[src/rtl/core/csha_pkg.sv]
// shared types and constants for the complex stencil operator block
package csha_pkg;

    localparam int DATA_W    = 32;
    localparam int COORD_W   = 4;
    localparam int SIZE_W    = 5;
    localparam int CIDX_W    = 5;
    localparam int CFG_IDX_W = 2;
    localparam int NCOEF     = 24;
    localparam int NAXCOEF   = 12;
    localparam int NAXCOEF_W = 4;
    localparam int STEP_W    = 5;
    localparam int LAST_STEP = 24;
    localparam int ACC_W     = 80;
    localparam int QDEPTH    = 4;
    localparam int QPTR_W    = $clog2(QDEPTH);

    localparam logic [SIZE_W-1:0] MIN_SIZE   = 5'd4;
    localparam logic [SIZE_W-1:0] RESET_SIZE = 5'd16;

    localparam logic [1:0] AXIS_X = 2'd0;
    localparam logic [1:0] AXIS_Y = 2'd1;
    localparam logic [1:0] AXIS_Z = 2'd2;

    localparam logic signed [DATA_W-1:0] SAT_MAX = 32'sh7FFF_FFFF;
    localparam logic signed [DATA_W-1:0] SAT_MIN = 32'sh8000_0000;

    typedef enum logic [1:0] {
        REQ_WRITE_POINT = 2'd0,
        REQ_COMPUTE     = 2'd1,
        REQ_WRITE_COEF  = 2'd2,
        REQ_NONE        = 2'd3
    } req_t;

    typedef enum logic [CFG_IDX_W-1:0] {
        CFG_DIAG   = 2'd0,
        CFG_SIZE_X = 2'd1,
        CFG_SIZE_Y = 2'd2,
        CFG_SIZE_Z = 2'd3
    } cfg_idx_t;

    typedef enum logic [1:0] {
        BK_IDLE,
        BK_RUN,
        BK_DRAIN
    } back_state_t;

    typedef enum logic [1:0] {
        TK_CENTER,
        TK_PLUS,
        TK_MINUS
    } term_kind_t;

    typedef struct packed {
        req_t                      op;
        logic [COORD_W-1:0]        x;
        logic [COORD_W-1:0]        y;
        logic [COORD_W-1:0]        z;
        logic signed [DATA_W-1:0]  wave_re;
        logic signed [DATA_W-1:0]  wave_im;
        logic signed [DATA_W-1:0]  potential;
        logic [CIDX_W-1:0]         cidx;
        logic signed [DATA_W-1:0]  cval;
    } cmd_t;

    typedef struct packed {
        logic signed [DATA_W-1:0] diag;
        logic [SIZE_W-1:0]        nx;
        logic [SIZE_W-1:0]        ny;
        logic [SIZE_W-1:0]        nz;
    } cfg_bus_t;

endpackage

[src/rtl/core/csha_queue.sv]
// short command queue between front and back
module csha_queue import csha_pkg::*; (
    input  logic clk,
    input  logic rst_n,
    input  logic push_valid,
    output logic push_ready,
    input  cmd_t push_data,
    output logic pop_valid,
    input  logic pop_ready,
    output cmd_t pop_data
);

    cmd_t               slot_reg [QDEPTH];
    logic [QPTR_W-1:0]  wr_ptr_reg;
    logic [QPTR_W-1:0]  rd_ptr_reg;
    logic [QPTR_W:0]    count_reg;
    logic               do_push;
    logic               do_pop;

    assign push_ready = count_reg != (QPTR_W+1)'(QDEPTH);
    assign pop_valid  = count_reg != '0;
    assign pop_data   = slot_reg[rd_ptr_reg];
    assign do_push    = push_valid && push_ready;
    assign do_pop     = pop_valid && pop_ready;

    always_ff @(posedge clk)
    begin
        if (do_push)
            slot_reg[wr_ptr_reg] <= push_data;
    end

    always_ff @(posedge clk or negedge rst_n)
    begin
        if (!rst_n)
        begin
            wr_ptr_reg <= '0;
            rd_ptr_reg <= '0;
            count_reg  <= '0;
        end
        else
        begin
            if (do_push)
                wr_ptr_reg <= wr_ptr_reg + 1'b1;
            if (do_pop)
                rd_ptr_reg <= rd_ptr_reg + 1'b1;
            if (do_push && !do_pop)
                count_reg <= count_reg + 1'b1;
            else if (do_pop && !do_push)
                count_reg <= count_reg - 1'b1;
        end
    end

endmodule

[config.mk]
export PLATFORM = sky130hd
export DESIGN_NAME = csha_queue
export DESIGN_NICKNAME = d
export VERILOG_FILES = /design/src/rtl/core/csha_pkg.sv /design/src/rtl/core/csha_queue.sv
export SDC_FILE = /design/constraint.sdc
export NUM_CORES = 1
export LEC_CHECK = 0
export BUFFER_PORTS_ARGS = -buffer_cell sky130_fd_sc_hd__buf_4
export CAP_MARGIN = 0
export CORE_MARGIN = 2
export CORE_UTILIZATION = 30
export CTS_CLUSTER_DIAMETER = 120
export DETAILED_ROUTE_END_ITERATION = 10
export GPL_ROUTABILITY_DRIVEN = 1
export HOLD_SLACK_MARGIN = 0.15
export PLACE_DENSITY = 0.56
export SYNTH_ARGS = -nofsm -noshare
export SYNTH_HDL_FRONTEND = slang
export SYNTH_SLANG_ARGS = --single-unit
export TNS_END_PERCENT = 10
[constraint.sdc]
create_clock -name clk -period 11.8 [get_ports clk]
set_input_delay 0.59 -clock clk [delete_from_list [all_inputs] [get_ports clk]]
set_output_delay 0.59 -clock clk [all_outputs]
set_load 0.01 [all_outputs]
# Word level (Yosys, flattened, before mapping)
# Memory sizes are Yosys's and may differ from the RTL's.
# Cells that the tools add are included.
# W data, S select, Z words.
# word_totals
register_bits	7
ramBits	588
in_bits	151
output_inout_bits	149
word_cells	21
mem_count	1
# memory_table
name	words	width	rd	rd_clocked_by_memory_dff	wr	line_no	source
slot_reg	4	147	1	0	1	csha_queue.sv:13	cmd_t slot_reg [QDEPTH];
# classes
addsub	4
eq_ne	1
muxes	4
reduce_logical	8
# ops
cell	count
$mux W3	2
$add A2 B1 Y2 const B	2
$logic_and A1 B1 Y1	4
$add A3 B1 Y3 const B	1
$ne A3 B3 Y1 const B	1
$reduce_bool A3 Y1	1
$sub A3 B1 Y3 const B	1
$logic_not A1 Y1	2
$mux W1	2
$reduce_bool A2 Y1	1

# Logic depth before layout (Yosys ltp)
# depth
word_depth	6
mapped_depth	8
mapped_depth_nobuf	8

# Least setup slack after synthesis
# OpenSTA, ideal clock, no wires.
# synth_path
path_type	input -> register
from	input port push_valid
to	memory slot_reg[0][0] (netlist bit) (enable)
setup_time_ps	524
arrival_time_ps	4263
t_required_ps	11276
slack_ps	7013
stages	2
path_buffers	0
cell_sequence	a21boi_2 -> and2_1
# synth_between
elab_chain_cells	3
# synth_rtl
element	line_no	source
start: declaration	csha_queue.sv:5	input logic push_valid,
$logic_and A1 B1 Y1	csha_queue.sv:23	assign do_push = push_valid && push_ready;
$mux W1	csha_queue.sv:28	if (do_push)
$mux W1 (not written as such)	csha_queue.sv:29	slot_reg[wr_ptr_reg] <= push_data;
end: declaration	csha_queue.sv:13	
# Every way passes these cells.

==> summary.md <==
| Metric | Value |
|---|---|
| Final Setup Violations | 0 |
| Largest net degree at the start of global routing | between 60 and 70 |
| Syn Std Cell Area | 0.0216 mm2 |
| DRT Pass-1 Iters | 4 |
| CORE AREA | 0.0715 mm2 |
| Initial antenna violation count | 5 |
| Crit path DAT | 3.82 ns |
| CP Capture Type | output pin |
| Die Span X | 272 um |
| CTS H-Tree Depth | 3 |
| Power per cell area | 258 mW/mm2 |
| Worst skew pair latency | 0.59 ns |
| GPL Wtd Cong | 0.702 |
| Vias per std cell | roughly 4.5 |
| Post-Syn Instances | 803 |
| Setup_tns | 0 ns |
| # rows | around 100 |
| Crit path max fanout | 43 |
| Post-DP HPWL | roughly 27 mm |
| Setup CP Type | register to output pin |
| Critical path's largest stage delay | roughly 0.83 ns |
| Max reg flops | just under 600 |
| Clock root buffer | clkbuf_16 |
| RSZ-0062 raised after global routing | no |
| Clock slew at reported path FFs | 0.06 ns |
| Worst R2R Setup Slack | 8.95 ns |
| Worst setup margin | 7.39 ns |
| # port buffers | 299 |
| CP startpoint | rd_ptr_reg[0] |
| Ys flop type | edfxtp_1 |
| GRT Util Overall | 12.3% |
| Hold Path Origin | push_data[112] |
| WL final | 46.0 mm |
| WHS Endpoint | slot_reg[3][112] |
| Status | complete, no violations |
| Crit path time final | 4.41 ns |
| Post-synth top area share | 81.6% |
| Worst Max-Slew Pin Slew | between 1 and 1.5 ns |
| Worst slack at placement | between 7 and 8 ns |
| Drt drc | 0 |
| Yosys reg bits | 595 |
| # IOs | 300 |
| Via Count | 9796 |
| Ys async rst share | around 1.2% |
| Count of cell types in the netlist | 20 |
| Reg2Reg Depth | 5 |
| Static Leak | 9.23 nW |
| Worst path top cell family by delay | buffers and inverters |
| CP Data Required Time | 11.21 ns |
| Sequential element share of the synthesized area | 82.5% |
| Die span in y | 272 um |
| Post-synth top area cell | edfxtp_1 |
| Hold Vio Cnt, Final | 0 |
| YS warnings | 0 |
| Worst r2r dst | slot_reg[1][32] |
| CP Launch Type | register |
| Clock sinks | 595 |
| CTS Buf Count | 67 |
| CTS tree | done |
| WL per Instance | 21.1 um |
| Average instance area after synthesis | about 27 um2 |
| Layout area overhead | 27.0% |
| Proportion of layout cells with a drive suffix above 1 | 46.5% |
| First-pass GRT wire length | 67.2 mm |
| Net Count, Synth | 960 |
| CP Buf/Inv Count | 3 |
| Vias in the first global route | 10700 |
| Cell mode on critical path | buf_4 |
| Clock buffer depth | 3 |
| Final-stage net count | around 1300 |
| WHS Path Cells | 1 |
| Die area | ~0.074 mm2 |
| Final worst-path cycle share | 37.3% |
| CP max-delay cell | buf_4 |
| Slew Viols, Final | 0 |
| Detail Route Antenna Nets | 0 |
| FF-to-FF Start | count_reg[0] |
| Number of flops mapped to enable cells by yosys | approximately 600 |
| GRT Residual Overflow | 0 |
| Effective utilization at floorplan | 30.3% |
| Max cap viols | 0 |
| Worst Skew | between 0.02 and 0.025 ns |
| Total power | between 7 and 8 mW |
| 1st-iter DRT viols | 616 |
| Top cells by count, synth | 588 x edfxtp_1, 147 x mux4_2, 15 x buf_2, 14 x buf_6, 7 x dfrtp_1 |
| Resized Gates After CTS | 0 |
| Max IR drop VDD | approximately 0.00016 V |
| Max-Slew Margin vs Limit | 30.9% |
| Worst min path class | input port to register |
| Synth top area cells | edfxtp_1 82%, mux4_2 15%, dfrtp_1 0.81% |
| Most numerous cell in the Yosys netlist | edfxtp_1 |
| Final core occ | 38.4% |
| Max Clock Freq | ~230 MHz |
| CP cell instances | buf_4 > buf_4 > mux4_2 > buf_4 |
==> routing by layer <==
layer,global-route usage [%],wire length [um]
met2,19.6,22300
met4,4.22,920
met1,15.7,19300
met3,4.02,3430
met5,0,23
==> per-stage QoR <==
stage	cell area, um2	instances	hold slack, ns
2_1_floorplan	21600	803	0.294
3_3_place_gp	24900	2033	0.439
3_5_place_dp	24900	2033	0.440
4_1_cts	27500	2179	0.150
5_1_grt	27500	2179	0.169
6_report	27500	2180	0.199
==> report_power, final <==
| part | leakage (nW) | internal [mW] | switching (mW) |
|---|---|---|---|
| combinational | 2.67 | 1.01 | 1.05 |
| sequential | 5.47 | 2.80 | 0.136 |
| clock | 1.09 | 1.28 | 0.818 |
==> area by class of cell <==
type,count,area [um2]
antenna,1,2.50
clock buffer,81,1810
clock inverter,38,448
fill,6431,44000
inverter,3,11.3
multi-input combinational,172,3540
sequential,595,17800
tap,950,1190
timing repair buffer,340,2620
==> cell families (layout without fill, tap and decap cells) <==
group           count (synthesis)  in the layout  share of synthesized area (%)
flops                         595            595                           82.5
mux                           149            149                           15.4
buf+inv                        36            462                           1.21
simple gates                   10             10                          0.237
fa+ha+maj                       6              6                          0.382
xor+xnor                        6              6                          0.243
compound gates                  1              1                         0.0521
other cells                     0              1                              0
==> repair_timing <==
action                                 CTS  global route
endpoints found under the hold margin   85             0
hold buffers                            27             0
setup buffers                            0             0
==> worst max-delay path by stage <==
stage / to / cells past startpoint / slack [ns]
2_1_floorplan: slot_reg[0][0] / 2 / 7.01
5_1_grt: pop_data[7] / 4 / 6.98
6_report: pop_data[7] / 4 / 7.39
3_3_place_gp: pop_data[7] / 4 / 7.79
4_1_cts: pop_data[7] / 4 / 7.17
3_5_place_dp: pop_data[7] / 4 / 7.81
==> cells in the final DEF, fill, tap and decap left out <==
| cell | n |
|---|---|
| ha_1 | 5 |
| inv_1 | 3 |
| nor2_1 | 2 |
| nand3_1 | 1 |
| mux2_2 | 2 |
| a21boi_2 | 1 |
| inv_8 | 1 |
| clkinv_4 | 2 |
| clkbuf_1 | 10 |
| dfrtp_1 | 5 |
| dfrtp_4 | 2 |
| mux4_2 | 147 |
| xnor2_1 | 4 |
| clkinv_2 | 11 |
| inv_16 | 1 |
| clkinv_8 | 2 |
| dlygate4sd3_1 | 27 |
| clkinvlp_4 | 6 |
| clkinv_1 | 7 |
| xor2_1 | 2 |
| fa_1 | 1 |
| diode_2 | 1 |
| or3_1 | 1 |
| edfxtp_1 | 588 |
| bufinv_16 | 8 |
| clkbuf_16 | 71 |
| and2_4 | 4 |
| buf_4 | 313 |
| nand2_1 | 2 |
No activity file was read; power rests on OpenSTA's default activity.
