### config.mk
export PLATFORM = sky130hd
export DESIGN_NAME = csha_front_flat
export DESIGN_NICKNAME = d
export VERILOG_FILES = /design/src/rtl/core/csha_pkg.sv /design/src/rtl/core/csha_if.sv /design/src/rtl/core/csha_front.sv /design/src/flat_wrapper.sv
export SDC_FILE = /design/constraint.sdc
export NUM_CORES = 1
export LEC_CHECK = 0
export ABC_AREA = 1
export ABC_CLOCK_PERIOD_IN_PS = 4500
export CAP_MARGIN = 20
export CORE_AREA = 2 2 148 150
export DETAILED_ROUTE_END_ITERATION = 8
export DIE_AREA = 0 0 150 152
export DONT_BUFFER_PORTS = 1
export HOLD_SLACK_MARGIN = 0.02
export SLEW_MARGIN = 40
export SYNTH_ARGS = -nofsm -noshare
export SYNTH_HDL_FRONTEND = slang
export SYNTH_SLANG_ARGS = --single-unit
### constraint.sdc
create_clock -name clk -period 4.5 [get_ports clk]
set_input_delay 0.225 -clock clk [delete_from_list [all_inputs] [get_ports clk]]
set_output_delay 0.225 -clock clk [all_outputs]
set_load 0.03 [all_outputs]
### src/rtl/core/csha_pkg.sv
// shared types and constants for the complex stencil operator block
package csha_pkg;

    localparam int DATA_W    = 32;
    localparam int COORD_W   = 4;
    localparam int SIZE_W    = 5;
    localparam int CIDX_W    = 5;
    localparam int CFG_IDX_W = 2;
    localparam int NCOEF     = 24;
    localparam int NAXCOEF   = 12;
    localparam int NAXCOEF_W = 4;
    localparam int STEP_W    = 5;
    localparam int LAST_STEP = 24;
    localparam int ACC_W     = 80;
    localparam int QDEPTH    = 4;
    localparam int QPTR_W    = $clog2(QDEPTH);

    localparam logic [SIZE_W-1:0] MIN_SIZE   = 5'd4;
    localparam logic [SIZE_W-1:0] RESET_SIZE = 5'd16;

    localparam logic [1:0] AXIS_X = 2'd0;
    localparam logic [1:0] AXIS_Y = 2'd1;
    localparam logic [1:0] AXIS_Z = 2'd2;

    localparam logic signed [DATA_W-1:0] SAT_MAX = 32'sh7FFF_FFFF;
    localparam logic signed [DATA_W-1:0] SAT_MIN = 32'sh8000_0000;

    typedef enum logic [1:0] {
        REQ_WRITE_POINT = 2'd0,
        REQ_COMPUTE     = 2'd1,
        REQ_WRITE_COEF  = 2'd2,
        REQ_NONE        = 2'd3
    } req_t;

    typedef enum logic [CFG_IDX_W-1:0] {
        CFG_DIAG   = 2'd0,
        CFG_SIZE_X = 2'd1,
        CFG_SIZE_Y = 2'd2,
        CFG_SIZE_Z = 2'd3
    } cfg_idx_t;

    typedef enum logic [1:0] {
        BK_IDLE,
        BK_RUN,
        BK_DRAIN
    } back_state_t;

    typedef enum logic [1:0] {
        TK_CENTER,
        TK_PLUS,
        TK_MINUS
    } term_kind_t;

    typedef struct packed {
        req_t                      op;
        logic [COORD_W-1:0]        x;
        logic [COORD_W-1:0]        y;
        logic [COORD_W-1:0]        z;
        logic signed [DATA_W-1:0]  wave_re;
        logic signed [DATA_W-1:0]  wave_im;
        logic signed [DATA_W-1:0]  potential;
        logic [CIDX_W-1:0]         cidx;
        logic signed [DATA_W-1:0]  cval;
    } cmd_t;

    typedef struct packed {
        logic signed [DATA_W-1:0] diag;
        logic [SIZE_W-1:0]        nx;
        logic [SIZE_W-1:0]        ny;
        logic [SIZE_W-1:0]        nz;
    } cfg_bus_t;

endpackage

### src/rtl/core/csha_if.sv
// handshake channels for input items, result items and register writes
interface csha_in_if import csha_pkg::*; ();
    logic                     valid;
    logic                     ready;
    logic [1:0]               req_type;
    logic [COORD_W-1:0]       pos_x;
    logic [COORD_W-1:0]       pos_y;
    logic [COORD_W-1:0]       pos_z;
    logic signed [DATA_W-1:0] wave_re;
    logic signed [DATA_W-1:0] wave_im;
    logic signed [DATA_W-1:0] potential;
    logic [CIDX_W-1:0]        coeff_index;
    logic signed [DATA_W-1:0] coeff_value;

    modport source (output valid, req_type, pos_x, pos_y, pos_z, wave_re, wave_im,
                    potential, coeff_index, coeff_value, input ready);
    modport sink (input valid, req_type, pos_x, pos_y, pos_z, wave_re, wave_im,
                  potential, coeff_index, coeff_value, output ready);
endinterface


interface csha_cfg_if import csha_pkg::*; ();
    logic                 valid;
    logic                 ready;
    logic [CFG_IDX_W-1:0] index;
    logic [DATA_W-1:0]    data;

    modport source (output valid, index, data, input ready);
    modport sink (input valid, index, data, output ready);
endinterface

### src/rtl/core/csha_front.sv
// front end: config registers, item decode and coordinate wrap
module csha_front import csha_pkg::*; #(
    parameter int MAX_NX = 16,
    parameter int MAX_NY = 16,
    parameter int MAX_NZ = 16
) (
    input  logic       clk,
    input  logic       rst_n,
    csha_in_if.sink    in_ch,
    csha_cfg_if.sink   cfg_ch,
    output cfg_bus_t   cfg_bus,
    output logic       push_valid,
    input  logic       push_ready,
    output cmd_t       push_data
);

    logic signed [DATA_W-1:0] diag_reg;
    logic [SIZE_W-1:0]        size_x_reg;
    logic [SIZE_W-1:0]        size_y_reg;
    logic [SIZE_W-1:0]        size_z_reg;
    req_t                     req;

    function automatic logic [SIZE_W-1:0] clamp_n(input logic [SIZE_W-1:0] s, input int maxv);
        logic [SIZE_W-1:0] r;
        r = s;
        if (s < MIN_SIZE)
            r = MIN_SIZE;
        else if (int'(s) > maxv)
            r = SIZE_W'(maxv);
        return r;
    endfunction

    function automatic logic [COORD_W-1:0] wrap(input logic [COORD_W-1:0] p,
                                                 input logic [SIZE_W-1:0] n);
        logic [SIZE_W-1:0] c;
        c = {1'b0, p};
        for (int i = 0; i < 3; i++)
        begin
            if (c >= n)
                c = c - n;
        end
        return c[COORD_W-1:0];
    endfunction

    always_ff @(posedge clk or negedge rst_n)
    begin
        if (!rst_n)
        begin
            diag_reg   <= '0;
            size_x_reg <= RESET_SIZE;
            size_y_reg <= RESET_SIZE;
            size_z_reg <= RESET_SIZE;
        end
        else if (cfg_ch.valid)
        begin
            unique case (cfg_idx_t'(cfg_ch.index))
                CFG_DIAG:   diag_reg   <= cfg_ch.data;
                CFG_SIZE_X: size_x_reg <= cfg_ch.data[SIZE_W-1:0];
                CFG_SIZE_Y: size_y_reg <= cfg_ch.data[SIZE_W-1:0];
                CFG_SIZE_Z: size_z_reg <= cfg_ch.data[SIZE_W-1:0];
                default: ;
            endcase
        end
    end

    assign cfg_ch.ready = 1'b1;

    always_comb
    begin
        cfg_bus.diag = diag_reg;
        cfg_bus.nx   = clamp_n(size_x_reg, MAX_NX);
        cfg_bus.ny   = clamp_n(size_y_reg, MAX_NY);
        cfg_bus.nz   = clamp_n(size_z_reg, MAX_NZ);
    end

    assign req = req_t'(in_ch.req_type);

    // type 3 items and out-of-range coefficient writes are dropped here
    always_comb
    begin
        push_data.op        = req;
        push_data.x         = wrap(in_ch.pos_x, cfg_bus.nx);
        push_data.y         = wrap(in_ch.pos_y, cfg_bus.ny);
        push_data.z         = wrap(in_ch.pos_z, cfg_bus.nz);
        push_data.wave_re   = in_ch.wave_re;
        push_data.wave_im   = in_ch.wave_im;
        push_data.potential = in_ch.potential;
        push_data.cidx      = in_ch.coeff_index;
        push_data.cval      = in_ch.coeff_value;
        push_valid = in_ch.valid && (req != REQ_NONE)
                     && !((req == REQ_WRITE_COEF) && (int'(in_ch.coeff_index) >= NCOEF));
    end

    assign in_ch.ready = push_ready;

endmodule

### src/flat_wrapper.sv
// flat-port wrapper written by rule: the top's interface ports become plain ports
module csha_front_flat import csha_pkg::*;
#(
    parameter int MAX_NX = 16,
    parameter int MAX_NY = 16,
    parameter int MAX_NZ = 16
)
  (clk, rst_n, cfg_bus, push_valid, push_ready, push_data, in_ch_valid, in_ch_req_type, in_ch_pos_x, in_ch_pos_y, in_ch_pos_z, in_ch_wave_re, in_ch_wave_im, in_ch_potential, in_ch_coeff_index, in_ch_coeff_value, in_ch_ready, cfg_ch_valid, cfg_ch_index, cfg_ch_data, cfg_ch_ready);
  csha_in_if in_ch_i ();
  csha_cfg_if cfg_ch_i ();
  input  logic clk;
  input  logic rst_n;
  output cfg_bus_t cfg_bus;
  output logic push_valid;
  input  logic push_ready;
  output cmd_t push_data;
  input wire logic [$bits(in_ch_i.valid)-1:0] in_ch_valid;
  input wire logic [$bits(in_ch_i.req_type)-1:0] in_ch_req_type;
  input wire logic [$bits(in_ch_i.pos_x)-1:0] in_ch_pos_x;
  input wire logic [$bits(in_ch_i.pos_y)-1:0] in_ch_pos_y;
  input wire logic [$bits(in_ch_i.pos_z)-1:0] in_ch_pos_z;
  input wire logic [$bits(in_ch_i.wave_re)-1:0] in_ch_wave_re;
  input wire logic [$bits(in_ch_i.wave_im)-1:0] in_ch_wave_im;
  input wire logic [$bits(in_ch_i.potential)-1:0] in_ch_potential;
  input wire logic [$bits(in_ch_i.coeff_index)-1:0] in_ch_coeff_index;
  input wire logic [$bits(in_ch_i.coeff_value)-1:0] in_ch_coeff_value;
  output wire logic [$bits(in_ch_i.ready)-1:0] in_ch_ready;
  input wire logic [$bits(cfg_ch_i.valid)-1:0] cfg_ch_valid;
  input wire logic [$bits(cfg_ch_i.index)-1:0] cfg_ch_index;
  input wire logic [$bits(cfg_ch_i.data)-1:0] cfg_ch_data;
  output wire logic [$bits(cfg_ch_i.ready)-1:0] cfg_ch_ready;
  assign in_ch_i.valid = in_ch_valid;
  assign in_ch_i.req_type = in_ch_req_type;
  assign in_ch_i.pos_x = in_ch_pos_x;
  assign in_ch_i.pos_y = in_ch_pos_y;
  assign in_ch_i.pos_z = in_ch_pos_z;
  assign in_ch_i.wave_re = in_ch_wave_re;
  assign in_ch_i.wave_im = in_ch_wave_im;
  assign in_ch_i.potential = in_ch_potential;
  assign in_ch_i.coeff_index = in_ch_coeff_index;
  assign in_ch_i.coeff_value = in_ch_coeff_value;
  assign in_ch_ready = in_ch_i.ready;
  assign cfg_ch_i.valid = cfg_ch_valid;
  assign cfg_ch_i.index = cfg_ch_index;
  assign cfg_ch_i.data = cfg_ch_data;
  assign cfg_ch_ready = cfg_ch_i.ready;
  csha_front #(.MAX_NX(MAX_NX), .MAX_NY(MAX_NY), .MAX_NZ(MAX_NZ)) u_core (.clk(clk), .rst_n(rst_n), .in_ch(in_ch_i), .cfg_ch(cfg_ch_i), .cfg_bus(cfg_bus), .push_valid(push_valid), .push_ready(push_ready), .push_data(push_data));
endmodule
Word-level counts from Yosys, hierarchy flattened

Index checks and enable logic that the tools add are counted.

Output and inout port bits: 197
Input bits: 186
Logic and storage cells: 58
Register bits: 47

Order comparisons: 16
Eq/ne operators: 5
Add/sub/neg operators: 9
Reduce and logical (&&, ||, !) cells: 9
Mux-type cells: 15

Operators with widths:

| operator                                                             | number |
|---|---|
| 5-bit two-way mux                                                    | 12 |
| 5-bit greater-or-equal comparator                                    | 6 |
| 4-bit by 5-bit greater-or-equal comparator with 1-bit output         | 3 |
| 5-bit greater-than comparator, second input constant                 | 3 |
| 5-bit by 3-bit < comparator with 1-bit output, second input constant | 3 |
| 4-bit by 5-bit subtractor with 5-bit output                          | 3 |
| 5-bit subtractor                                                     | 3 |
| 4-bit two-way mux                                                    | 3 |
| 4-bit subtractor                                                     | 3 |
| 2-bit AND reduction                                                  | 4 |
| 2-bit == test, second input constant                                 | 3 |
| 5-bit greater-or-equal comparator, second input constant             | 1 |
| 1-bit logical AND                                                    | 3 |
| 2-bit by 1-bit == test with 1-bit output, second input constant      | 1 |
| 2-bit logical NOT                                                    | 1 |
| 2-bit inequality test, second input constant                         | 1 |
| 1-bit logical NOT                                                    | 1 |

Depth between registers and ports, before layout

Gate-level depths: netlist (run 1).

Depth in word-level cells: 9
Mapped depth: 32
Gate-level depth less buffers: 31

Worst setup path after synthesis (run 1)

Ideal clock, no wire load.

Kind: reg-to-output
Start: register u_core.size_z_reg[4]
End: output push_data[136] (netlist bit)
Arrival: 4.847 ns
Buffers on the path: 1
Path slack: -0.572 ns
Cell stages (with the launch flop): 27
Cell sequence: dfstp_2 > clkbuf_2 > nor3_1 > inv_1 > ha_1 > nand2_1 > o21ai_1 > nand2_1 > nand2_2 > nand2_1 > nand2_1 > inv_1 > ha_1 > nand2_1 > nor2_1 > nand2_1 > nand3_1 > nor2_2 > nand3_1 > and2_1 > ha_1 > a21oi_1 > o211ai_1 > nor2_1 > inv_1 > nand3_1 > nand2_1

RTL lines:

| what                   | line               | RTL |
|---|---|---|
| from (decl)            | csha_front.sv:20   | `logic [SIZE_W-1:0] size_z_reg;` |
| from (signal assigned) | csha_front.sv:60   | `CFG_SIZE_Z: size_z_reg <= cfg_ch.data[SIZE_W-1:0];` |
| to (decl)              | flat_wrapper.sv:16 | `output cmd_t push_data;` |

==> metrics.md, run 1 <==
| Metric | Value |
|---|---|
| First-pass GRT wire length | `25.2 mm` |
| Tmin final | `4540 ps` |
| WP data arrival | `4320 ps` |
| Wire per inst | `19.4 um` |
| Synth top area share | `20.9%` |
| Synth async-reset ratio | `100%` |
| Clk sinks | `47` |
| Most frequent CP cell | `nand2_1` |
| Fillers | `2221` |
| Distinct cells, synth | `38` |
| Die ar. | `22800 um^2` |
| Worst path top cell family by delay | `simple AND/OR/NAND/NOR gates` |
| Syn avg cell area | `7.53 um^2` |
| Crit path max fanout | `4` |
| Crit end category | `output pin` |
| Crit path largest cell delay | `390 ps` |
| Drt drc | `0` |
| Initial antenna violation count | `0` |
| Kind of critical path | `flop to output pin` |
| Rows | `54` |
| Vias/cell | `4.52` |
| Drt initial violations | `133` |
| Total grt overflow | `0` |
| Clock insertion delay at the later pin of the skew report | `280 ps` |
| CP Buf/Inv Count | `5` |
| DRT Pass-1 Iters | `4` |
| # setup viols final | `5` |
| Post-DRT Antenna Nets | `0` |
| Synth Cell Area | `5260 um^2` |
| Final period utilization | `101%` |
| Vias | `4238` |
| Unrepaired setup endpoints after global routing | `yes` |
| Antenna cells | `0` |
| EDFF count, synth | `0` |
| Multi-input combinational cell area | `3640 um^2` |
| I/O Buffers | `0` |
| Layout cells sized above 1 | `49.4%` |
| Clock root cell | `clkbuf_16` |
| Cell with the most instances after synthesis | `buf_4` |
| Initial Util | `24.6%` |
| H-tree lvl count | `2` |
| Worst hold-check path type | `input port to flop` |
| Status | `finished, violations left` |
| Setup crit start kind | `flop` |
| Detailed placement HPWL | `14.4 mm` |
| Vias in the first global route | `4216` |
| PwrDens | `1060 nW/um^2` |
| Ys Warns | `0` |
| CTS tree | `built` |
| Nets | `894` |
| All-Layer GR Usage | `14.6%` |
| Peak supply drop | `0.435 mV` |
| Max-cap viol count | `0` |
| Syn nets | `935` |
| Syn Inst Count | `698` |
| # IOs | `383` |
| Max Root-Sink Buffers | `2` |
| Clock skew | `0 ps` |
| Slew Limit Fails | `0` |
| Synth area leader | `dfrtp_1` |
| Main area contributors after synthesis | `dfrtp_1 (21%), buf_4 (20%), ha_1 (10%)` |
| Dominant synthesized flop cell | `dfrtp_1` |
| Setup TNS | `-57.4 ps` |
| Cts bufs inserted | `5` |
| Chip width | `150 um` |
| Clk slew on worst S/H paths | `70 ps` |
| Register area share after synthesis | `22.4%` |
| Crit-path slowest cell | `dfrtp_1` |
| Chip height | `152 um` |
| Design Power | `6940 uW` |
| Global placement routability congestion | `0.885` |
| Core Region | `21400 um^2` |
| Fmax | `220 MHz` |
| Failing checks | `negative setup slack` |
| Detailed Route WL | `18.2 mm` |
| Most frequent cells after synthesis | `buf_4 (137), nand2_1 (136), inv_1 (80), nand3_1 (55), dfrtp_1 (44)` |
| Largest register FFs | `32` |
| Leak Pwr | `0.00297 uW` |
| Final number of hold-violating endpoints | `0` |
| Synthesized flop and latch total | `47` |
| Critical path required time | `4280 ps` |
| Worst setup margin | `-44.1 ps` |
| Sequential Area | `1180 um^2` |
| Largest net degree at the start of global routing | `48` |
| Area Overhead vs Synth | `24.9%` |
cell type report:
class | count | area share, %
Clock inverter | 3 | 0.724
Inverter | 83 | 4.90
Sequential cell | 47 | 18.0
Tap cell | 280 | 5.34
Clock buffer | 5 | 1.91
Multi-Input combinational cell | 424 | 55.5
Timing Repair Buffer | 96 | 13.6
stage by stage:
step,instances,setup slack [ps],instance area [um^2],util [%],hold slack (ps)
final,938,-44.1,6560,30.7,63.7
after global routing,938,-298,6560,30.7,55.0
after CTS,918,0.111,5960,27.9,57.4
after detailed placement,882,-54.8,5080,23.8,-69.5
after global placement,882,-10.0,5080,23.8,-69.4
after floorplan,698,-7.30,5310,-,-70.6
what timing repair did:
item / CTS / global route
hold endpoints to repair: 47 / 0
hold buffers: 2 / 0
endpoints found under the setup margin: 12 / 12
resized for setup: 92 / 123
setup buffers: 27 / 21
pin swaps: 29 / 59
gates cloned: 0 / 0
cell families after synthesis:
family | after synthesis | share of synthesized area, %
fa+ha+maj | 51 | 13.4
flops | 47 | 22.4
mux | 27 | 5.78
xor+xnor | 14 | 2.33
other cells | 1 | 0.0713
compound gates | 62 | 6.21
buf+inv | 227 | 26.1
simple gates | 269 | 23.7
layout by cell type (no fill, tap or decap), types with 7 or more instances in the layout:
cell type / instances
inv_1: 61
nand3_1: 35
o21ai_0: 23
nand2_4: 13
mux2_1: 20
a21oi_2: 12
buf_12: 11
nand2_1: 85
ha_4: 29
nor2_4: 9
mux2_2: 7
xor2_1: 8
nand2_2: 45
ha_1: 10
o21ai_2: 11
a21oi_1: 7
buf_4: 79
nand3_2: 21
nor2_2: 15
or2_2: 7
nand4_1: 8
dfrtp_1: 44
inv_2: 18
nor2_1: 10
final timing paths:
kind	start	endpoint	slack, ps	cells after the start
worst max-delay path	u_core.size_y_reg[3]	push_data[138]	-40	26
worst min-delay path	cfg_ch_data[22]	u_core.diag_reg[22]	60	1
worst max register to register	u_core.size_x_reg[4]	u_core.size_x_reg[4]	3430	4
worst min register to register	u_core.size_z_reg[0]	u_core.size_z_reg[0]	490	2
max in group asynchronous	rst_n	u_core.size_z_reg[4]	3770	2
min in group asynchronous	rst_n	u_core.diag_reg[25]	470	2
per-layer routing:
metal	vias up	GRT usage, %	wire length [um]
met5	-	1.30	38
met4	2	3.55	406
met3	42	8.23	2550
met2	249	27.7	9740
met1	1924	13.0	5480
li1	2021	-	-
power breakdown:
part	leakage, uW	internal, uW	switching [uW]
sequential	0.000563	499	165
combinational	0.00232	2840	3010
clock	0.0000844	265	164
Note: power is estimated with default switching activity, not from simulation.
==> run 2: changes to the inputs <==
--- a/config.mk
+++ b/config.mk
@@ -9,10 +9,12 @@
 export ABC_CLOCK_PERIOD_IN_PS = 4500
 export CAP_MARGIN = 20
 export CORE_AREA = 2 2 148 150
+export CTS_CLUSTER_SIZE = 24
 export DETAILED_ROUTE_END_ITERATION = 8
 export DIE_AREA = 0 0 150 152
 export DONT_BUFFER_PORTS = 1
 export HOLD_SLACK_MARGIN = 0.02
+export SETUP_SLACK_MARGIN = 0.2
 export SLEW_MARGIN = 40
 export SYNTH_ARGS = -nofsm -noshare
 export SYNTH_HDL_FRONTEND = slang
==> run 2 against run 1 <==
  * First-iteration DRC count fell by 13%
  * Critical path type unchanged
  * Global-route usage fell by 0.41 points
  * Clock skew did not move
  * The flow still finishes with violations (negative setup slack)
==> metrics.md, run 2 (synthesis results as in run 1) <==
| Metric | Value |
|---|---|
| Status | `finished, violations left` |
| Failing checks | `negative setup slack` |
| Fmax | `219 MHz` |
| Hold path depth | `1` |
| Clock root cell | `clkbuf_16` |
| Largest net degree at the start of global routing | `48` |
| Vias | `4211` |
| Tmin final | `4570 ps` |
| Worst setup margin | `-73.2 ps` |
| R2R cell count | `3` |
| Wire per inst | `18.5 um` |
| Most frequent CP cell | `nor2_4` |
| Chip height | `152 um` |
| Setup crit start kind | `flop` |
| First-pass GRT wire length | `25.1 mm` |
| PwrDens | `1010 nW/um^2` |
| Clock insertion delay at the later pin of the skew report | `280 ps` |
| Drt initial violations | `116` |
| Crit path largest cell delay | `440 ps` |
| Fillers | `2262` |
| Global placement routability congestion | `0.860` |
| Antenna cells | `0` |
| Max-cap viol count | `0` |
| All-Layer GR Usage | `14.2%` |
| Initial antenna violation count | `0` |
| Worst hold-check path type | `input port to flop` |
| Die ar. | `22800 um^2` |
| Hold wc startpoint | `cfg_ch_data[20]` |
| Fin cells | `934` |
| Crit path max fanout | `7` |
| Kind of critical path | `flop to output pin` |
| Crit end category | `output pin` |
| Most frequent cells in the layout | `nand2_1 (86), buf_4 (79), inv_1 (64)` |
| # setup viols final | `4` |
| Most common cell after layout, fill and taps aside | `nand2_1` |
| Clk slew on worst S/H paths | `60 ps` |
| CTS tree | `built` |
| Final period utilization | `102%` |
| Largest register FFs | `32` |
| Vias in the first global route | `4305` |
| Nets | `890` |
| Critical path required time | `4280 ps` |
| Core Region | `21400 um^2` |
| Unrepaired setup endpoints after global routing | `yes` |
| Design area | `6500 um^2` |
| Reg-to-reg endpoint | `u_core.size_x_reg[4]` |
| Final number of hold-violating endpoints | `0` |
| Detailed Route WL | `17.3 mm` |
| Layout cells sized above 1 | `47.9%` |
| Clock skew | `0 ps` |
| # IOs | `383` |
| R2r setup slk | `3520 ps` |
| Max Root-Sink Buffers | `2` |
| Rows | `54` |
| DP Area | `4960 um^2` |
| Worst flop-to-flop path startpoint | `u_core.size_x_reg[4]` |
| Placed insts | `863` |
| Leak Pwr | `0.00293 uW` |
| Hold Path End | `u_core.diag_reg[20]` |
| Post-DRT Antenna Nets | `0` |
| Slew Limit Fails | `0` |
| Peak supply drop | `0.668 mV` |
| Cts bufs inserted | `5` |
| Drt drc | `0` |
| Vias/cell | `4.51` |
| Crit-path slowest cell | `dfrtp_2` |
| Total grt overflow | `0` |
| I/O Buffers | `0` |
| H-tree lvl count | `2` |
| Detailed placement HPWL | `13.4 mm` |
| Area Overhead vs Synth | `23.7%` |
| Chip width | `150 um` |
| WP data arrival | `4350 ps` |
| DRT Pass-1 Iters | `4` |
| Initial Util | `24.6%` |
| Clk sinks | `47` |
## run 2: cell types whose count changed in the layout (fill, tap and decap cells not counted), sizes merged
cell	previous run	this run
inv	84	83
clkinvlp	0	2
bufinv	1	0
buf	95	91
## run 2: stage by stage
step | total power (uW) | setup TNS (ps) | hold WS [ps] | worst slack (ps) | util [%]
2_1_floorplan | 3460 | 0 | -70.6 | 158 | -
3_3_place_gp | 4350 | -185 | -69.4 | -63.7 | 23.2
3_5_place_dp | 4370 | -195 | -69.5 | -54.4 | 23.2
4_1_cts | 6070 | -19.2 | 64.5 | -19.2 | 28.9
5_1_grt | 7000 | -2680 | 57.9 | -287 | 30.4
6_report | 6530 | -207 | 71.0 | -73.2 | 30.4
## run 2: area by class of cell
cell class | count | area, um^2 | share of cell area (%)
sequential | 47 | 1180 | 18.2
tap | 280 | 350 | 5.39
timing repair buffer | 92 | 807 | 12.4
clock buffer | 5 | 125 | 1.92
inverter | 83 | 327 | 5.02
multi-input combinational | 424 | 3690 | 56.8
clock inverter | 3 | 20.0 | 0.308
## run 2: what timing repair did
| action | 4_1_cts | 5_1_grt |
|---|---|---|
| hold buffers | 2 | 0 |
| setup endpoints to repair | 12 | 12 |
| endpoints found under the hold margin | 47 | 0 |
| setup buffers | 50 | 11 |
| gates resized for setup | 146 | 59 |
| pin swaps | 67 | 67 |
## run 2: how the worst max path moves through the flow
stage                                     from              to  slack [ps]  cells past startpoint
after floorplan           u_core.size_z_reg[4]  push_data[136]         160                     27
after global placement    u_core.size_y_reg[2]  push_data[140]         -60                     24
after detailed placement  u_core.size_y_reg[2]  push_data[140]         -50                     24
after CTS                 u_core.size_z_reg[2]  push_data[135]         -20                     28
after global routing      u_core.size_x_reg[2]  push_data[141]        -290                     25
final                     u_core.size_y_reg[2]  push_data[137]         -70                     27
## run 2: critical path, delay by kind of cell (launching register included)
family                   cells  cell delay, ps
adder cells (fa/ha/maj)      3             790
AND/OR/NAND/NOR             18            2280
buffers and inverters        4             320
AO/OA/AOI/OAI                2             250
flip-flops                   1             440
## run 2: report_power, final
part           switching, uW  internal (uW)  leakage (uW)
sequential               168            500      0.000562
clock                    159            205     0.0000658
combinational           2960           2540       0.00230
total                   3290           3240       0.00293
## run 2: layer usage
| metal | routed length (um) | up-vias | global-route usage (%) | share of wire, % |
|---|---|---|---|---|
| met3 | 2340 | 46 | 7.42 | 14 |
| li1 | - | 2011 | - | - |
| met5 | 0 | - | 0 | 0 |
| met1 | 5240 | 1947 | 13.0 | 30 |
| met4 | 645 | 0 | 4.63 | 3.7 |
| met2 | 9030 | 207 | 26.5 | 52 |
